$ cat src/rle_pkg.sv
// Shared types and constants for the RGB LED effect engine.
package rle_pkg;
   localparam int CycleColors = 8;
   localparam int IdxW = $clog2(CycleColors);

   typedef enum logic [1:0] {
      MODE_TICK  = 2'd0,
      MODE_START = 2'd1,
      MODE_STOP  = 2'd2,
      MODE_WRITE = 2'd3
   } mode_type;

   typedef enum logic [2:0] {
      FX_NONE    = 3'd0,
      FX_FADE    = 3'd1,
      FX_BREATHE = 3'd2,
      FX_RAINBOW = 3'd3,
      FX_FLASH   = 3'd4,
      FX_CYCLE   = 3'd5
   } fx_type;

   typedef enum logic [2:0] {
      CSR_KIND   = 3'd0,
      CSR_PERIOD = 3'd1,
      CSR_RED    = 3'd2,
      CSR_GREEN  = 3'd3,
      CSR_BLUE   = 3'd4,
      CSR_LENGTH = 3'd5
   } csr_type;

   // divider operand select
   typedef enum logic [2:0] {
      DIV_MOD  = 3'd0, // e mod d
      DIV_SCAL = 3'd1, // (rem*K)/d
      DIV_QUO  = 3'd2, // (e/d) mod n step 1: e/d
      DIV_IDX  = 3'd3, // q mod n
      DIV_FR   = 3'd4, // fade red
      DIV_FG   = 3'd5,
      DIV_FB   = 3'd6
   } dsel_type;

   typedef struct packed {
      logic     load_item;  // capture request, do start/stop/write/elapsed
      logic     div_go;
      dsel_type div_sel;
      logic     latch;      // latch divider result per div_sel
      logic     finish;     // compute color, load output
   } cmd_type;

   typedef struct packed {
      logic   div_done;
      fx_type kind;       // running effect after load
      logic   tick_run;   // item was a tick with effect running
      logic   fade_end;
   } sts_type;
endpackage

$ cat src/rle_datapath.sv
// Datapath: effect state, cycle table, shared serial divider and color compute.
module rle_datapath import rle_pkg::*; (
   input  logic        clock,
   input  logic        reset,
   input  cmd_type     cmd,
   output sts_type     sts,
   input  logic [2:0]  cfg_kind,
   input  logic [31:0] cfg_period,
   input  logic [23:0] cfg_target,
   input  logic [3:0]  cfg_length,
   input  logic [1:0]  req_mode,
   input  logic [15:0] req_ms_advance,
   input  logic [2:0]  req_entry_index,
   input  logic [23:0] req_entry,
   output logic [23:0] shown,
   output logic        written,
   output logic        active
);
   fx_type      kind_ff, kind_in;
   logic [31:0] period_ff, period_in, elapsed_ff, elapsed_in;
   logic [23:0] fstart_ff, fstart_in, base_ff, base_in, shown_ff, shown_in;
   logic [3:0]  count_ff, count_in;
   logic        written_ff, written_in, tick_ff, tick_in;
   logic [23:0] table_mem [CycleColors];
   logic [23:0] tbl_rd_ff;
   logic [31:0] rem_ff, rem_in, quo_ff, quo_in;
   logic [7:0]  fo_ff [3];
   logic [2:0]  idx_ff, idx_in;

   // serial divider: 42-bit magnitude over 32-bit divisor
   logic [41:0] dq_ff, dq_in;
   logic [32:0] dr_ff, dr_in;
   logic [31:0] dd_ff, dd_in;
   logic [5:0]  dcnt_ff, dcnt_in;
   logic        dbusy_ff, dbusy_in, ddone;
   logic        dneg_ff, dneg_in;
   logic [33:0] trial;

   logic [31:0] d_eff;
   assign d_eff = (period_ff == 32'd0) ? 32'd1 : period_ff;

   function automatic logic [7:0] ch(input logic [23:0] c, input int k);
      return c[23-8*k -: 8];
   endfunction

   // x / 255 for x up to 255 * 255
   function automatic logic [7:0] div255(input logic [15:0] x);
      logic [16:0] s;
      s = 17'(x) + 17'(x[15:8]) + 17'd1;
      return s[15:8];
   endfunction

   // divider operand mux
   logic [41:0] num;
   logic [31:0] den;
   logic        nneg;
   logic signed [9:0]  diff;
   logic [8:0]  mag;
   always_comb begin
      num  = '0;
      den  = d_eff;
      nneg = 1'b0;
      diff = '0;
      mag  = '0;
      case (cmd.div_sel)
         DIV_MOD: num = {10'd0, elapsed_ff};
         DIV_SCAL: num = (kind_ff == FX_BREATHE) ? 42'(rem_ff) * 42'd511 :
                                                   42'(rem_ff) * 42'd767;
         DIV_QUO: num = {10'd0, elapsed_ff};
         DIV_IDX: begin
            num = {10'd0, quo_ff};
            den = {28'd0, count_ff};
         end
         DIV_FR, DIV_FG, DIV_FB: begin
            diff = $signed({2'b0, ch(base_ff, int'(cmd.div_sel) - 4)})
                 - $signed({2'b0, ch(fstart_ff, int'(cmd.div_sel) - 4)});
            nneg = diff[9];
            mag  = nneg ? 9'(-diff) : diff[8:0];
            num  = 42'(mag) * 42'(elapsed_ff);
         end
         default: num = '0;
      endcase
   end

   assign trial = {dr_ff, dq_ff[41]} - {2'b0, dd_ff};
   always_comb begin
      dq_in = dq_ff; dr_in = dr_ff; dd_in = dd_ff; dcnt_in = dcnt_ff;
      dbusy_in = dbusy_ff; dneg_in = dneg_ff; ddone = 1'b0;
      if (cmd.div_go) begin
         dq_in = num; dr_in = '0; dd_in = den; dcnt_in = 6'd42;
         dbusy_in = 1'b1; dneg_in = nneg;
      end else if (dbusy_ff) begin
         if (!trial[33]) begin
            dr_in = trial[32:0];
            dq_in = {dq_ff[40:0], 1'b1};
         end else begin
            dr_in = {dr_ff[31:0], dq_ff[41]};
            dq_in = {dq_ff[40:0], 1'b0};
         end
         dcnt_in = dcnt_ff - 6'd1;
         if (dcnt_ff == 6'd1) begin
            dbusy_in = 1'b0;
            ddone = 1'b1;
         end
      end
   end

   always_ff @(posedge clock) begin
      dq_ff <= dq_in; dr_ff <= dr_in; dd_ff <= dd_in; dneg_ff <= dneg_in;
      if (reset) begin
         dbusy_ff <= 1'b0;
         dcnt_ff  <= '0;
      end else begin
         dbusy_ff <= dbusy_in;
         dcnt_ff  <= dcnt_in;
      end
   end
   logic done_ff;
   always_ff @(posedge clock) begin
      if (reset) done_ff <= 1'b0;
      else       done_ff <= ddone;
   end
   assign sts.div_done = done_ff;

   // latch divider results
   logic [7:0] fres;
   always_comb begin
      fres = dneg_ff ? 8'(ch(fstart_ff, int'(cmd.div_sel) - 4) - dq_ff[7:0]) :
                       8'(ch(fstart_ff, int'(cmd.div_sel) - 4) + dq_ff[7:0]);
   end
   always_comb begin
      rem_in = rem_ff; quo_in = quo_ff; idx_in = idx_ff;
      if (cmd.latch) begin
         case (cmd.div_sel)
            DIV_MOD:  rem_in = dr_ff[31:0];
            DIV_SCAL: quo_in = dq_ff[31:0];
            DIV_QUO:  quo_in = dq_ff[31:0];
            DIV_IDX:  idx_in = dr_ff[2:0];
            default:  ;
         endcase
      end
   end
   always_ff @(posedge clock) begin
      rem_ff <= rem_in;
      quo_ff <= quo_in;
      idx_ff <= idx_in;
      if (cmd.latch) begin
         case (cmd.div_sel)
            DIV_FR:  fo_ff[0] <= fres;
            DIV_FG:  fo_ff[1] <= fres;
            DIV_FB:  fo_ff[2] <= fres;
            default: ;
         endcase
      end
   end

   always_ff @(posedge clock) begin
      if (cmd.load_item && mode_type'(req_mode) == MODE_WRITE)
         table_mem[req_entry_index] <= req_entry;
      tbl_rd_ff <= table_mem[idx_ff];
   end

   // color for running effect
   logic [8:0]  level;
   logic [7:0]  o;
   logic [23:0] col;
   logic [15:0] prod [3];
   always_comb begin
      level = (quo_ff[8:0] < 9'd256) ? quo_ff[8:0] : 9'(9'd511 - quo_ff[8:0]);
      o = quo_ff[7:0];
      col = shown_ff;
      for (int k = 0; k < 3; k++)
         prod[k] = 16'(ch(base_ff, k) * level[7:0] + (level[8] ? ch(base_ff, k) : 8'd0) * 16'd256);
      case (kind_ff)
         FX_FADE: col = sts.fade_end ? base_ff : {fo_ff[0], fo_ff[1], fo_ff[2]};
         FX_BREATHE: col = {div255(prod[0]), div255(prod[1]), div255(prod[2])};
         FX_RAINBOW: begin
            case (quo_ff[9:8])
               2'd0:    col = {8'd255 - o, o, 8'd0};
               2'd1:    col = {8'd0, 8'd255 - o, o};
               default: col = {o, 8'd0, 8'd255 - o};
            endcase
         end
         FX_FLASH: col = (rem_ff < (d_eff >> 1)) ? base_ff : 24'd0;
         FX_CYCLE: col = tbl_rd_ff;
         default:  col = shown_ff;
      endcase
   end
   assign sts.fade_end = elapsed_ff >= period_ff;
   assign sts.kind = kind_ff;
   assign sts.tick_run = tick_ff;

   logic [3:0] clen;
   assign clen = (cfg_length > 4'(CycleColors)) ? 4'(CycleColors) : cfg_length;

   always_comb begin
      kind_in = kind_ff; period_in = period_ff; elapsed_in = elapsed_ff;
      fstart_in = fstart_ff; base_in = base_ff; shown_in = shown_ff;
      count_in = count_ff; written_in = written_ff; tick_in = tick_ff;
      if (cmd.load_item) begin
         written_in = 1'b0;
         tick_in = 1'b0;
         case (mode_type'(req_mode))
            MODE_TICK: if (kind_ff != FX_NONE) begin
               elapsed_in = elapsed_ff + 32'(req_ms_advance);
               tick_in = 1'b1;
            end
            MODE_START: begin
               kind_in = FX_NONE;
               case (fx_type'(cfg_kind))
                  FX_FADE: begin
                     if (cfg_period == 32'd0) begin
                        shown_in = cfg_target;
                        written_in = cfg_target != shown_ff;
                     end else begin
                        fstart_in = shown_ff; base_in = cfg_target;
                        period_in = cfg_period; elapsed_in = '0; kind_in = FX_FADE;
                     end
                  end
                  FX_BREATHE, FX_RAINBOW, FX_FLASH: begin
                     base_in = cfg_target; elapsed_in = '0; kind_in = fx_type'(cfg_kind);
                     period_in = (cfg_kind == FX_FLASH) ?
                        ((cfg_period < 32'd2) ? 32'd2 : cfg_period) :
                        ((cfg_period == 32'd0) ? 32'd1 : cfg_period);
                  end
                  FX_CYCLE: if (cfg_length != 4'd0) begin
                     count_in = clen; base_in = cfg_target; elapsed_in = '0;
                     kind_in = FX_CYCLE;
                     period_in = (cfg_period == 32'd0) ? 32'd1 : cfg_period;
                  end
                  default: ;
               endcase
            end
            MODE_STOP: kind_in = FX_NONE;
            default: ;
         endcase
      end
      if (cmd.finish && tick_ff) begin
         shown_in = col;
         written_in = col != shown_ff;
         if (kind_ff == FX_FADE && sts.fade_end) kind_in = FX_NONE;
      end
   end

   always_ff @(posedge clock) begin
      fstart_ff <= fstart_in; base_ff <= base_in;
      if (reset) begin
         kind_ff <= FX_NONE; period_ff <= '0; elapsed_ff <= '0; shown_ff <= '0;
         count_ff <= '0; written_ff <= 1'b0; tick_ff <= 1'b0;
      end else begin
         kind_ff <= kind_in; period_ff <= period_in; elapsed_ff <= elapsed_in;
         shown_ff <= shown_in; count_ff <= count_in; written_ff <= written_in;
         tick_ff <= tick_in;
      end
   end

   assign shown = shown_ff;
   assign written = written_ff;
   assign active = kind_ff != FX_NONE;

   a_kind_legal: assert property (@(posedge clock) disable iff (reset)
      kind_ff == FX_NONE || period_ff != 32'd0)
      else $error("running effect with zero period");
   a_flash_period: assert property (@(posedge clock) disable iff (reset)
      kind_ff != FX_FLASH || period_ff >= 32'd2)
      else $error("flash period below two");
   a_count: assert property (@(posedge clock) disable iff (reset)
      kind_ff != FX_CYCLE || (count_ff != 4'd0 && count_ff <= 4'(CycleColors)))
      else $error("cycle count out of range");
endmodule

$ cat src/rle_ctrl.sv
// Controller: sequences divider passes for one item and the result handshake.
module rle_ctrl import rle_pkg::*; (
   input  logic    clock,
   input  logic    reset,
   input  logic    req_valid,
   output logic    req_ready,
   output logic    rsp_valid,
   input  logic    rsp_ready,
   output cmd_type cmd,
   input  sts_type sts
);
   typedef enum logic [5:0] {
      S_IDLE = 6'b000001,
      S_DISP = 6'b000010,
      S_DIV  = 6'b000100,
      S_WAIT = 6'b001000,
      S_FIN  = 6'b010000,
      S_OUT  = 6'b100000
   } state_type;

   state_type state_ff, state_in;
   dsel_type  sel_ff, sel_in;
   logic      rd_ff, rd_in; // table read delay

   always_comb begin
      state_in = state_ff; sel_in = sel_ff; rd_in = 1'b0;
      cmd = '0;
      cmd.div_sel = sel_ff;
      req_ready = state_ff == S_IDLE;
      rsp_valid = state_ff == S_OUT;
      case (state_ff)
         S_IDLE: if (req_valid) begin
            cmd.load_item = 1'b1;
            state_in = S_DISP;
         end
         S_DISP: begin
            if (!sts.tick_run) state_in = S_FIN;
            else begin
               case (sts.kind)
                  FX_FADE:  sel_in = DIV_FR;
                  FX_CYCLE: sel_in = DIV_QUO;
                  default:  sel_in = DIV_MOD;
               endcase
               state_in = (sts.kind == FX_FADE && sts.fade_end) ? S_FIN : S_DIV;
            end
         end
         S_DIV: begin
            cmd.div_go = 1'b1;
            state_in = S_WAIT;
         end
         S_WAIT: if (sts.div_done) begin
            cmd.latch = 1'b1;
            state_in = S_DIV;
            case (sel_ff)
               DIV_MOD: if (sts.kind == FX_FLASH) state_in = S_FIN;
                        else sel_in = DIV_SCAL;
               DIV_SCAL: state_in = S_FIN;
               DIV_QUO: sel_in = DIV_IDX;
               DIV_IDX: begin state_in = S_FIN; rd_in = 1'b1; end
               DIV_FR: sel_in = DIV_FG;
               DIV_FG: sel_in = DIV_FB;
               default: state_in = S_FIN;
            endcase
         end
         S_FIN: begin
            if (rd_ff) rd_in = 1'b0;
            else begin
               cmd.finish = 1'b1;
               state_in = S_OUT;
            end
         end
         S_OUT: if (rsp_ready) state_in = S_IDLE;
         default: state_in = S_IDLE;
      endcase
      if (state_ff == S_WAIT && sel_ff == DIV_IDX && sts.div_done) rd_in = 1'b1;
   end

   always_ff @(posedge clock) begin
      sel_ff <= sel_in;
      if (reset) begin
         state_ff <= S_IDLE; rd_ff <= 1'b0;
      end else begin
         state_ff <= state_in; rd_ff <= rd_in;
      end
   end

   a_onehot: assert property (@(posedge clock) disable iff (reset) $onehot(state_ff))
      else $error("state not one-hot");
   a_go_wait: assert property (@(posedge clock) disable iff (reset)
      cmd.div_go |=> state_ff == S_WAIT)
      else $error("divider start without wait");
   a_out_hold: assert property (@(posedge clock) disable iff (reset)
      rsp_valid && !rsp_ready |=> rsp_valid)
      else $error("result dropped");
endmodule

$ cat src/rgb_led_effect_engine.sv
// Top level of the RGB LED effect engine.
// Non-tick items, ticks with no effect running and a tick that ends a fade go from the
// request transfer through dispatch and finish to rsp_valid; other ticks add 42-step
// divider passes: flash 1 pass, breathe/rainbow 2, cycle 2 plus a table read, fade 3.
// One item at a time; the next can be taken in the cycle after the result transfer.
// Synchronous reset clears the effect state and shown color to black; table is kept.
module rgb_led_effect_engine import rle_pkg::*; (
   input  logic        clock,
   input  logic        reset,
   input  logic        req_valid,
   output logic        req_ready,
   input  logic [1:0]  req_mode,
   input  logic [15:0] req_ms_advance,
   input  logic [2:0]  req_entry_index,
   input  logic [7:0]  req_entry_red,
   input  logic [7:0]  req_entry_green,
   input  logic [7:0]  req_entry_blue,
   output logic        rsp_valid,
   input  logic        rsp_ready,
   output logic [7:0]  rsp_led_red,
   output logic [7:0]  rsp_led_green,
   output logic [7:0]  rsp_led_blue,
   output logic        rsp_color_written,
   output logic        rsp_effect_active,
   input  logic        csr_valid,
   output logic        csr_ready,
   input  logic [2:0]  csr_index,
   input  logic [31:0] csr_data
);
   logic [2:0]  kind_ff;
   logic [31:0] period_ff;
   logic [7:0]  red_ff, green_ff, blue_ff;
   logic [3:0]  length_ff;
   cmd_type     cmd;
   sts_type     sts;
   logic [23:0] shown;

   assign csr_ready = 1'b1;
   always_ff @(posedge clock) begin
      if (reset) begin
         kind_ff <= '0; period_ff <= '0; red_ff <= '0; green_ff <= '0;
         blue_ff <= '0; length_ff <= '0;
      end else if (csr_valid) begin
         case (csr_type'(csr_index))
            CSR_KIND:   kind_ff <= csr_data[2:0];
            CSR_PERIOD: period_ff <= csr_data;
            CSR_RED:    red_ff <= csr_data[7:0];
            CSR_GREEN:  green_ff <= csr_data[7:0];
            CSR_BLUE:   blue_ff <= csr_data[7:0];
            CSR_LENGTH: length_ff <= csr_data[3:0];
            default: ;
         endcase
      end
   end

   rle_ctrl u_ctrl (
      .clock, .reset, .req_valid, .req_ready, .rsp_valid, .rsp_ready, .cmd, .sts
   );

   rle_datapath u_dp (
      .clock, .reset, .cmd, .sts,
      .cfg_kind(kind_ff), .cfg_period(period_ff),
      .cfg_target({red_ff, green_ff, blue_ff}), .cfg_length(length_ff),
      .req_mode, .req_ms_advance, .req_entry_index,
      .req_entry({req_entry_red, req_entry_green, req_entry_blue}),
      .shown, .written(rsp_color_written), .active(rsp_effect_active)
   );

   assign rsp_led_red = shown[23:16];
   assign rsp_led_green = shown[15:8];
   assign rsp_led_blue = shown[7:0];
endmodule

$ cat config.mk
export PLATFORM = sky130hd
export DESIGN_NAME = rgb_led_effect_engine
export DESIGN_NICKNAME = d
export VERILOG_FILES = /design/src/rle_pkg.sv /design/src/rle_datapath.sv /design/src/rle_ctrl.sv /design/src/rgb_led_effect_engine.sv
export SDC_FILE = /design/constraint.sdc
export NUM_CORES = 2
export LEC_CHECK = 0
export BUFFER_PORTS_ARGS = -buffer_cell sky130_fd_sc_hd__buf_4
export CAP_MARGIN = 20
export CORE_ASPECT_RATIO = 1.4
export CORE_UTILIZATION = 30
export DETAILED_ROUTE_END_ITERATION = 10
export PLACE_DENSITY = 0.43
export SLEW_MARGIN = 20
export SYNTH_ARGS = -nofsm -noshare
export SYNTH_HDL_FRONTEND = slang
export SYNTH_SLANG_ARGS = --single-unit
$ cat constraint.sdc
create_clock -name clock -period 16.7 [get_ports clock]
set_input_delay 0.835 -clock clock [delete_from_list [all_inputs] [get_ports clock]]
set_output_delay 0.835 -clock clock [all_outputs]
set_load 0.01 [all_outputs]
# After elaboration in Yosys (flattened, before gate mapping)
# Memories as Yosys holds them, arrays and structs flattened. A register that Yosys moved wholly into a read port is not among the register bits.
# Cells that the tools add are included.
[totals]
reg_bits = 401
input_bits = 85
out_inout_bits = 29
word_cells = 261
n_memories = 2
latchBits = 0
rom_bits = 0
mem_bits_rw = 216
[op_classes]
n_shift = 2
n_div = 0
n_mul = 6
n_addsub = 20
bitwise_logic = 2
n_reduce_logical = 46
n_lt_le_gt_ge = 5
mux = 101
n_eq_ne = 47
[memory_table]
columns = ["memory", "words", "word_bits", "read_ports", "rd_clocked_by_memory_dff", "write_ports", "line", "rtl"]
rows = [
  ["u_dp.table_mem", 8, 24, 1, 1, 1, "rle_datapath.sv:24", "logic [23:0] table_mem [CycleColors];"],
  ["u_dp.fo_ff", 3, 8, 3, 0, 1, "rle_datapath.sv:27", "logic [7:0] fo_ff [3];"],
]
[ops]
columns = ["operator", "n"]
rows = [
  ["2-to-1 mux 32 bit", 9],
  ["2-to-1 mux 24 bit", 9],
  ["one-hot mux 32 bit (3 select lines)", 2],
  ["one-hot mux 42 bit (4 select lines)", 1],
  ["2-to-1 mux 42 bit", 3],
  ["one-hot mux 24 bit (5 select lines)", 1],
  ["one-hot mux 24 bit (3 select lines)", 1],
  ["logical NOT 32 bit", 2],
  ["one-hot mux 32 bit (2 select lines)", 1],
  ["indexed part select 31 x 32 -> 8 bit", 2],
  ["adder 16 x 1 -> 16 bit, second input constant", 3],
  ["adder 16 bit", 3],
  ["adder 16 x 8 -> 16 bit", 3],
  ["multiplier 8 x 8 -> 16 bit", 3],
  ["2-to-1 mux 8 bit", 6],
  ["!= test 24 bit", 2],
  ["one-hot mux 24 bit (2 select lines)", 1],
  ["multiplier 32 x 10 -> 42 bit, second input constant", 1],
  ["2-to-1 mux 6 bit", 7],
  ["multiplier 32 x 9 -> 41 bit, second input constant", 1],
  ["multiplier 9 x 32 -> 41 bit", 1],
  ["2-to-1 mux 1 bit", 37],
  ["one-hot mux 6 bit (6 select lines)", 1],
  ["subtractor 34 x 32 -> 34 bit", 1],
  ["56 further kinds", 128],
]

# Logic depth before layout (Yosys ltp)
[depth]
depth_word = 9
mapped_depth = 47
mapped_depth_nobuf = 42

# Modules after synthesis
# Synthesis repeated with hierarchy kept, for this count alone.
[hier_totals]
hier_cells = 6079
hier_area_um2 = 60300.3
[by_module_without_submodules]
columns = ["module", "cells_each", "instances", "area_each_um2", "seq_area_each_um2"]
rows = [
  ["rle_datapath", 5759, 1, 56949.6, 15434.8],
  ["rgb_led_effect_engine", 247, 1, 2646.3, 1261.2],
  ["rle_ctrl", 73, 1, 704.4, 230.2],
]

# Worst setup path after synthesis
# No wires, ideal clock.
[synth_path]
path_kind = "reg2reg"
from = "register u_ctrl.sel_ff[0]"
to = "register u_dp.dq_ff[35], data pin"
n_path_buf = 5
arrival_time_ps = 9697
t_required_ps = 16431
slack_ps = 6734
period_less_slack_ps = 9966
setup_time_ps = 269
path_stages_with_launch = 42
path_cell_list = "edfxtp_1 > clkbuf_1 > clkbuf_1 > inv_1 > ha_1 > clkbuf_1 > nand2_1 > a21oi_1 > clkbuf_1 > nand2_1 > o21ai_0 > nand2_1 > ha_1 > nor2b_1 > o21ai_0 > nand2b_1 > a21o_1 > a21o_1 > [... 6 more ...] > fa_1 > fa_1 > inv_1 > fa_1 > inv_1 > ha_1 > a21oi_1 > a21boi_0 > nand4_1 > a211oi_1 > nand2_1 > a311oi_1 > a31oi_1 > o21ai_0 > xnor2_1 > nor2_1 > a221oi_1 > o21ai_0"
[synth_between]
elab_chain_cells = 9
elab_cells_between_ends = 19
cone_classes = "add/sub (4); mul (1); eq/ne (6); shift (2); mux (3); reduce/logical (3)"
[synth_lines]
columns = ["item", "line", "rtl"]
rows = [
  ["start: declaration", "rle_ctrl.sv:22", "dsel_type sel_ff, sel_in;"],
  ["start signal: assignment", "rle_ctrl.sv:79", "sel_ff <= sel_in;"],
  ["subtractor 3 x 3 -> 4 bit", "rle_datapath.sv:75, rle_datapath.sv:76", ""],
  ["subtractor 6 x 7 -> 8 bit", "rle_datapath.sv:43", "return c[23-8*k -: 8];"],
  ["indexed part select 31 x 32 -> 8 bit", "rle_datapath.sv:43", ""],
  ["subtractor 8 x 8 -> 9 bit", "rle_datapath.sv:76", "- $signed({2'b0, ch(fstart_ff, int'(cmd.div_sel) - 4)});"],
  ["negator 9 bit", "rle_datapath.sv:78", "mag = nneg ? 9'(-diff) : diff[8:0];"],
  ["2-to-1 mux 9 bit", "rle_datapath.sv:78", ""],
  ["multiplier 9 x 32 -> 41 bit", "rle_datapath.sv:79", "num = 42'(mag) * 42'(elapsed_ff);"],
  ["one-hot mux 42 bit (4 select lines) (*)", "rle_datapath.sv:65", "case (cmd.div_sel)"],
  ["2-to-1 mux 42 bit (*)", "rle_datapath.sv:89", "if (cmd.div_go) begin"],
  ["via u_dp.dq_in[35]", "rle_datapath.sv:31", "logic [41:0] dq_ff, dq_in;"],
  ["end signal: assignment", "rle_datapath.sv:109", "dq_ff <= dq_in; dr_ff <= dr_in; dd_ff <= dd_in; dneg_ff <= dneg_in;"],
  ["end: declaration", "rle_datapath.sv:31", ""],
]
# The timed path passes the listed nets; every way through them passes the cells marked *.
# A chain may end at the register's enable or synchronous reset.

# Worst setup path in the final report
# Ends and elaborated chain as after synthesis.

==> results_dict.tcl <==
set metrics [dict create \
    fmax_mhz 87.7 \
    fin_skew_ns 0.0502 \
    io_buffers 112 \
    grt_pass1_wl_um 297000 \
    avgSynthCellArea_um2 9.83 \
    place_area_um2 62300 \
    r2r_setup_slack_ns 5.30 \
    wl_um 198000 \
    initial_core_util 0.302 \
    p_per_area_nw_per_um2 60.1 \
    maxCapViolCount 0 \
    synthArstFlopShare 0 \
    critical_path_class "reg -> reg" \
    cts_resized 0 \
    synth_edf_count 409 \
    path_clk_slew_ns 0.07 \
    postRouteAntennaNets 0 \
    dieArea_um2 196000 \
    cts_buffers 75 \
    tritoncts "yes" \
    place_congestion 0.921 \
    cts-root-buf "clkbuf_16" \
    vias_per_cell 5.08 \
    antenna_found_initial 9 \
    syn_to_final_growth_pct 11.0 \
    setup-violations-final 0 \
    synth_top_area_share 0.211 \
    period_needed_ns 11.40 \
    dr.pass1.iters 7 \
    synth_area_leader_cell "edfxtp_1" \
    startpoint_type "register" \
    synth_flop_cell "edfxtp_1" \
    dp_hpwl_um 154000 \
    critPathArrivalTime_ns 11.82 \
    postCtsSetupRepairBufs 0 \
    worst_path_max_delay_cell "ha_1" \
    grtUsageMet1 0.228 \
    final_max_slew_viol_count 0 \
    synth_cell_type_count 86 \
    drcViolationCount 0 \
    core_area_um2 193000 \
    final-seq-area_um2 16900 \
    leakagePower_nw 28.1 \
    nets 7128 \
    rows 191 \
    first_iter_violations 2793 \
    post-route-period-util 0.682 \
    rsz0062_at_grt "no" \
    p_total_mw 3.89 \
    outcome "complete, no violations" \
    slew_headroom 0.139 \
    die_h_um 524 \
    wl_per_cell_um 23.2 \
    yosys_warnings 0 \
    clockBufferDepth 3 \
    required_ns 17.13 \
    crit_path_end_kind "register" \
    fillers 19800 \
    htree_levels 3 \
    grt_remaining_overflow 0 \
    cts_hold_buf 0 \
    clock_sinks 641 \
    ys_ff_latch 641 \
    num_io_pins 114 \
    track_usage 0.202 \
    top_usage_layer "met2" \
    ir_drop_uv 67.6 \
    synth_fp_nets 7098 \
    fin_area_um2 64800 \
    final_hold_viol_count 0 \
    vias 43400 \
    gr-usage-met3 0.0174 \
    max_stage_delay_ns 0.91 \
    syn-instance-count 5935 \
    multi_input_comb_area_um2 37500 \
    die_x_um 375 \
    tns_ns 0 \
    synthTopCellsByArea "edfxtp_1 21%, fa_1 20%, ha_1 10%" \
    grt_start_max_net_pins 80 \
    synth_seq_area_share 0.290 \
    path_max_fanout 32 \
    min_path_type "in -> reg" \
    insertion_delay_ns 0.70 \
    drive_gt1_frac 0.0770 \
    syn-cell-area_um2 58300 \
    grt_pass1_vias 45900 \
    worst_pin_slew_ns 1.29 \
    gr-usage-met2 0.392 \
]
## cell usage after synthesis, types with 38 or more instances
library cell / instances
a211oi_1: 41
a21o_1: 115
a21oi_1: 361
a221oi_1: 51
a22oi_1: 51
and2_1: 144
clkbuf_1: 212
dfxtp_1: 232
edfxtp_1: 409
fa_1: 592
ha_1: 486
inv_1: 855
mux2i_1: 51
mux4_2: 48
nand2_1: 479
nand2b_1: 86
nand3_1: 57
nand4_1: 38
nor2_1: 392
nor2b_1: 164
nor3_1: 72
o21ai_0: 223
xnor2_1: 138
xor2_1: 116
## kinds of logic (layout without fill, tap and decap cells)
kind of cell | after synthesis | after routing | synth area share
DFF | 641 | 641 | 0.290
and+or+nand+nor | 1564 | 1564 | 0.129
buffers and inverters | 1098 | 1190 | 0.0713
muxes | 125 | 125 | 0.0323
other | 1 | 2 | 0.0000643
adders and majority gates | 1078 | 1078 | 0.307
xor gates and xnor gates | 255 | 255 | 0.0384
AOI/OAI and AO/OA | 1173 | 1173 | 0.131
## placed cells by master, fill, tap and decap left out, types with 32 or more instances in the layout
cell type	instances
a211oi_1	41
a21o_1	115
a21oi_1	358
a221oi_1	51
a222oi_1	33
a22oi_1	51
and2_1	144
and3_1	33
buf_4	194
clkbuf_16	76
dfxtp_1	231
edfxtp_1	409
fa_1	592
ha_1	486
inv_1	852
mux2i_1	51
mux4_2	48
nand2_1	479
nand2b_1	86
nand3_1	56
nand4_1	38
nor2_1	388
nor2b_1	163
nor3_1	69
o21a_1	34
o21ai_0	221
o21bai_1	32
xnor2_1	136
xor2_1	105
## critical path, delay by kind of cell, from the launching register on
| kind | cells | cell delay (ns) |
|---|---|---|
| compound gates | 15 | 3.98 |
| xor+xnor | 2 | 0.33 |
| fa+ha+maj | 8 | 3.75 |
| buf+inv | 5 | 0.74 |
| flops | 1 | 0.79 |
| simple gates | 11 | 1.49 |
## power breakdown
group	leakage, nW	switching (mW)	internal, mW
Combinational	21.3	0.316	0.154
Clock	1.22	0.753	0.924
Sequential	5.54	0.0367	1.71
## layer usage
layer  part of all wire  wire length [um]
met5           0.000066                13
met4              0.037              7400
met3              0.030              6010
met2               0.55            108000
met1               0.39             76300
## path summary, 6_finish.rpt
check                           cells past startpoint                    end        startpoint
worst max-delay path                               41         u_dp.dq_ff[35]  u_ctrl.sel_ff[0]
worst min-delay path                                1  u_dp.table_mem[1][20]  req_entry_red[4]
worst max register to register                     41         u_dp.dq_ff[35]  u_ctrl.sel_ff[0]
worst min register to register                      0        u_dp.quo_ff[18]    u_dp.dq_ff[18]
## state kept, by name, summed over array words and instances, names as in the netlist, 4 cells and up
| register | cells |
|---|---|
| u_ctrl.state_ff | 6 |
| u_dp.base_ff | 24 |
| u_dp.period_ff | 32 |
| u_dp.fo_ff | 24 |
| period_ff | 32 |
| u_dp.rem_ff | 32 |
| u_dp.count_ff | 4 |
| length_ff | 4 |
| u_dp.shown | 24 |
| green_ff | 8 |
| u_dp.dcnt_ff | 6 |
| red_ff | 8 |
| u_dp.quo_ff | 32 |
| u_dp.fstart_ff | 24 |
| u_dp.tbl_rd_ff | 24 |
| u_dp.table_mem | 192 |
| u_dp.dd_ff | 32 |
| u_dp.elapsed_ff | 32 |
| u_dp.dr_ff | 33 |
| u_dp.dq_ff | 42 |
| blue_ff | 8 |
## cell type report
type | count | share of cell area
multi-input combinational | 4196 | 0.579
antenna | 1 | 0.0000386
clock buffer | 96 | 0.0318
inverter | 855 | 0.0495
clock inverter | 43 | 0.00682
timing repair buffer | 196 | 0.0231
sequential | 641 | 0.261
tap | 2509 | 0.0485
## through the flow
stage	utilization	cells	setup slack (ns)	hold slack, ns
after floorplan	-	5935	6.73	0.425
after global placement	0.322	8396	5.21	0.438
after detailed placement	0.322	8397	5.15	0.438
after CTS	0.335	8536	5.12	0.314
after global routing	0.335	8537	4.36	0.350
final	0.335	8537	5.30	0.377
Note: power is estimated with default switching activity, not from simulation.
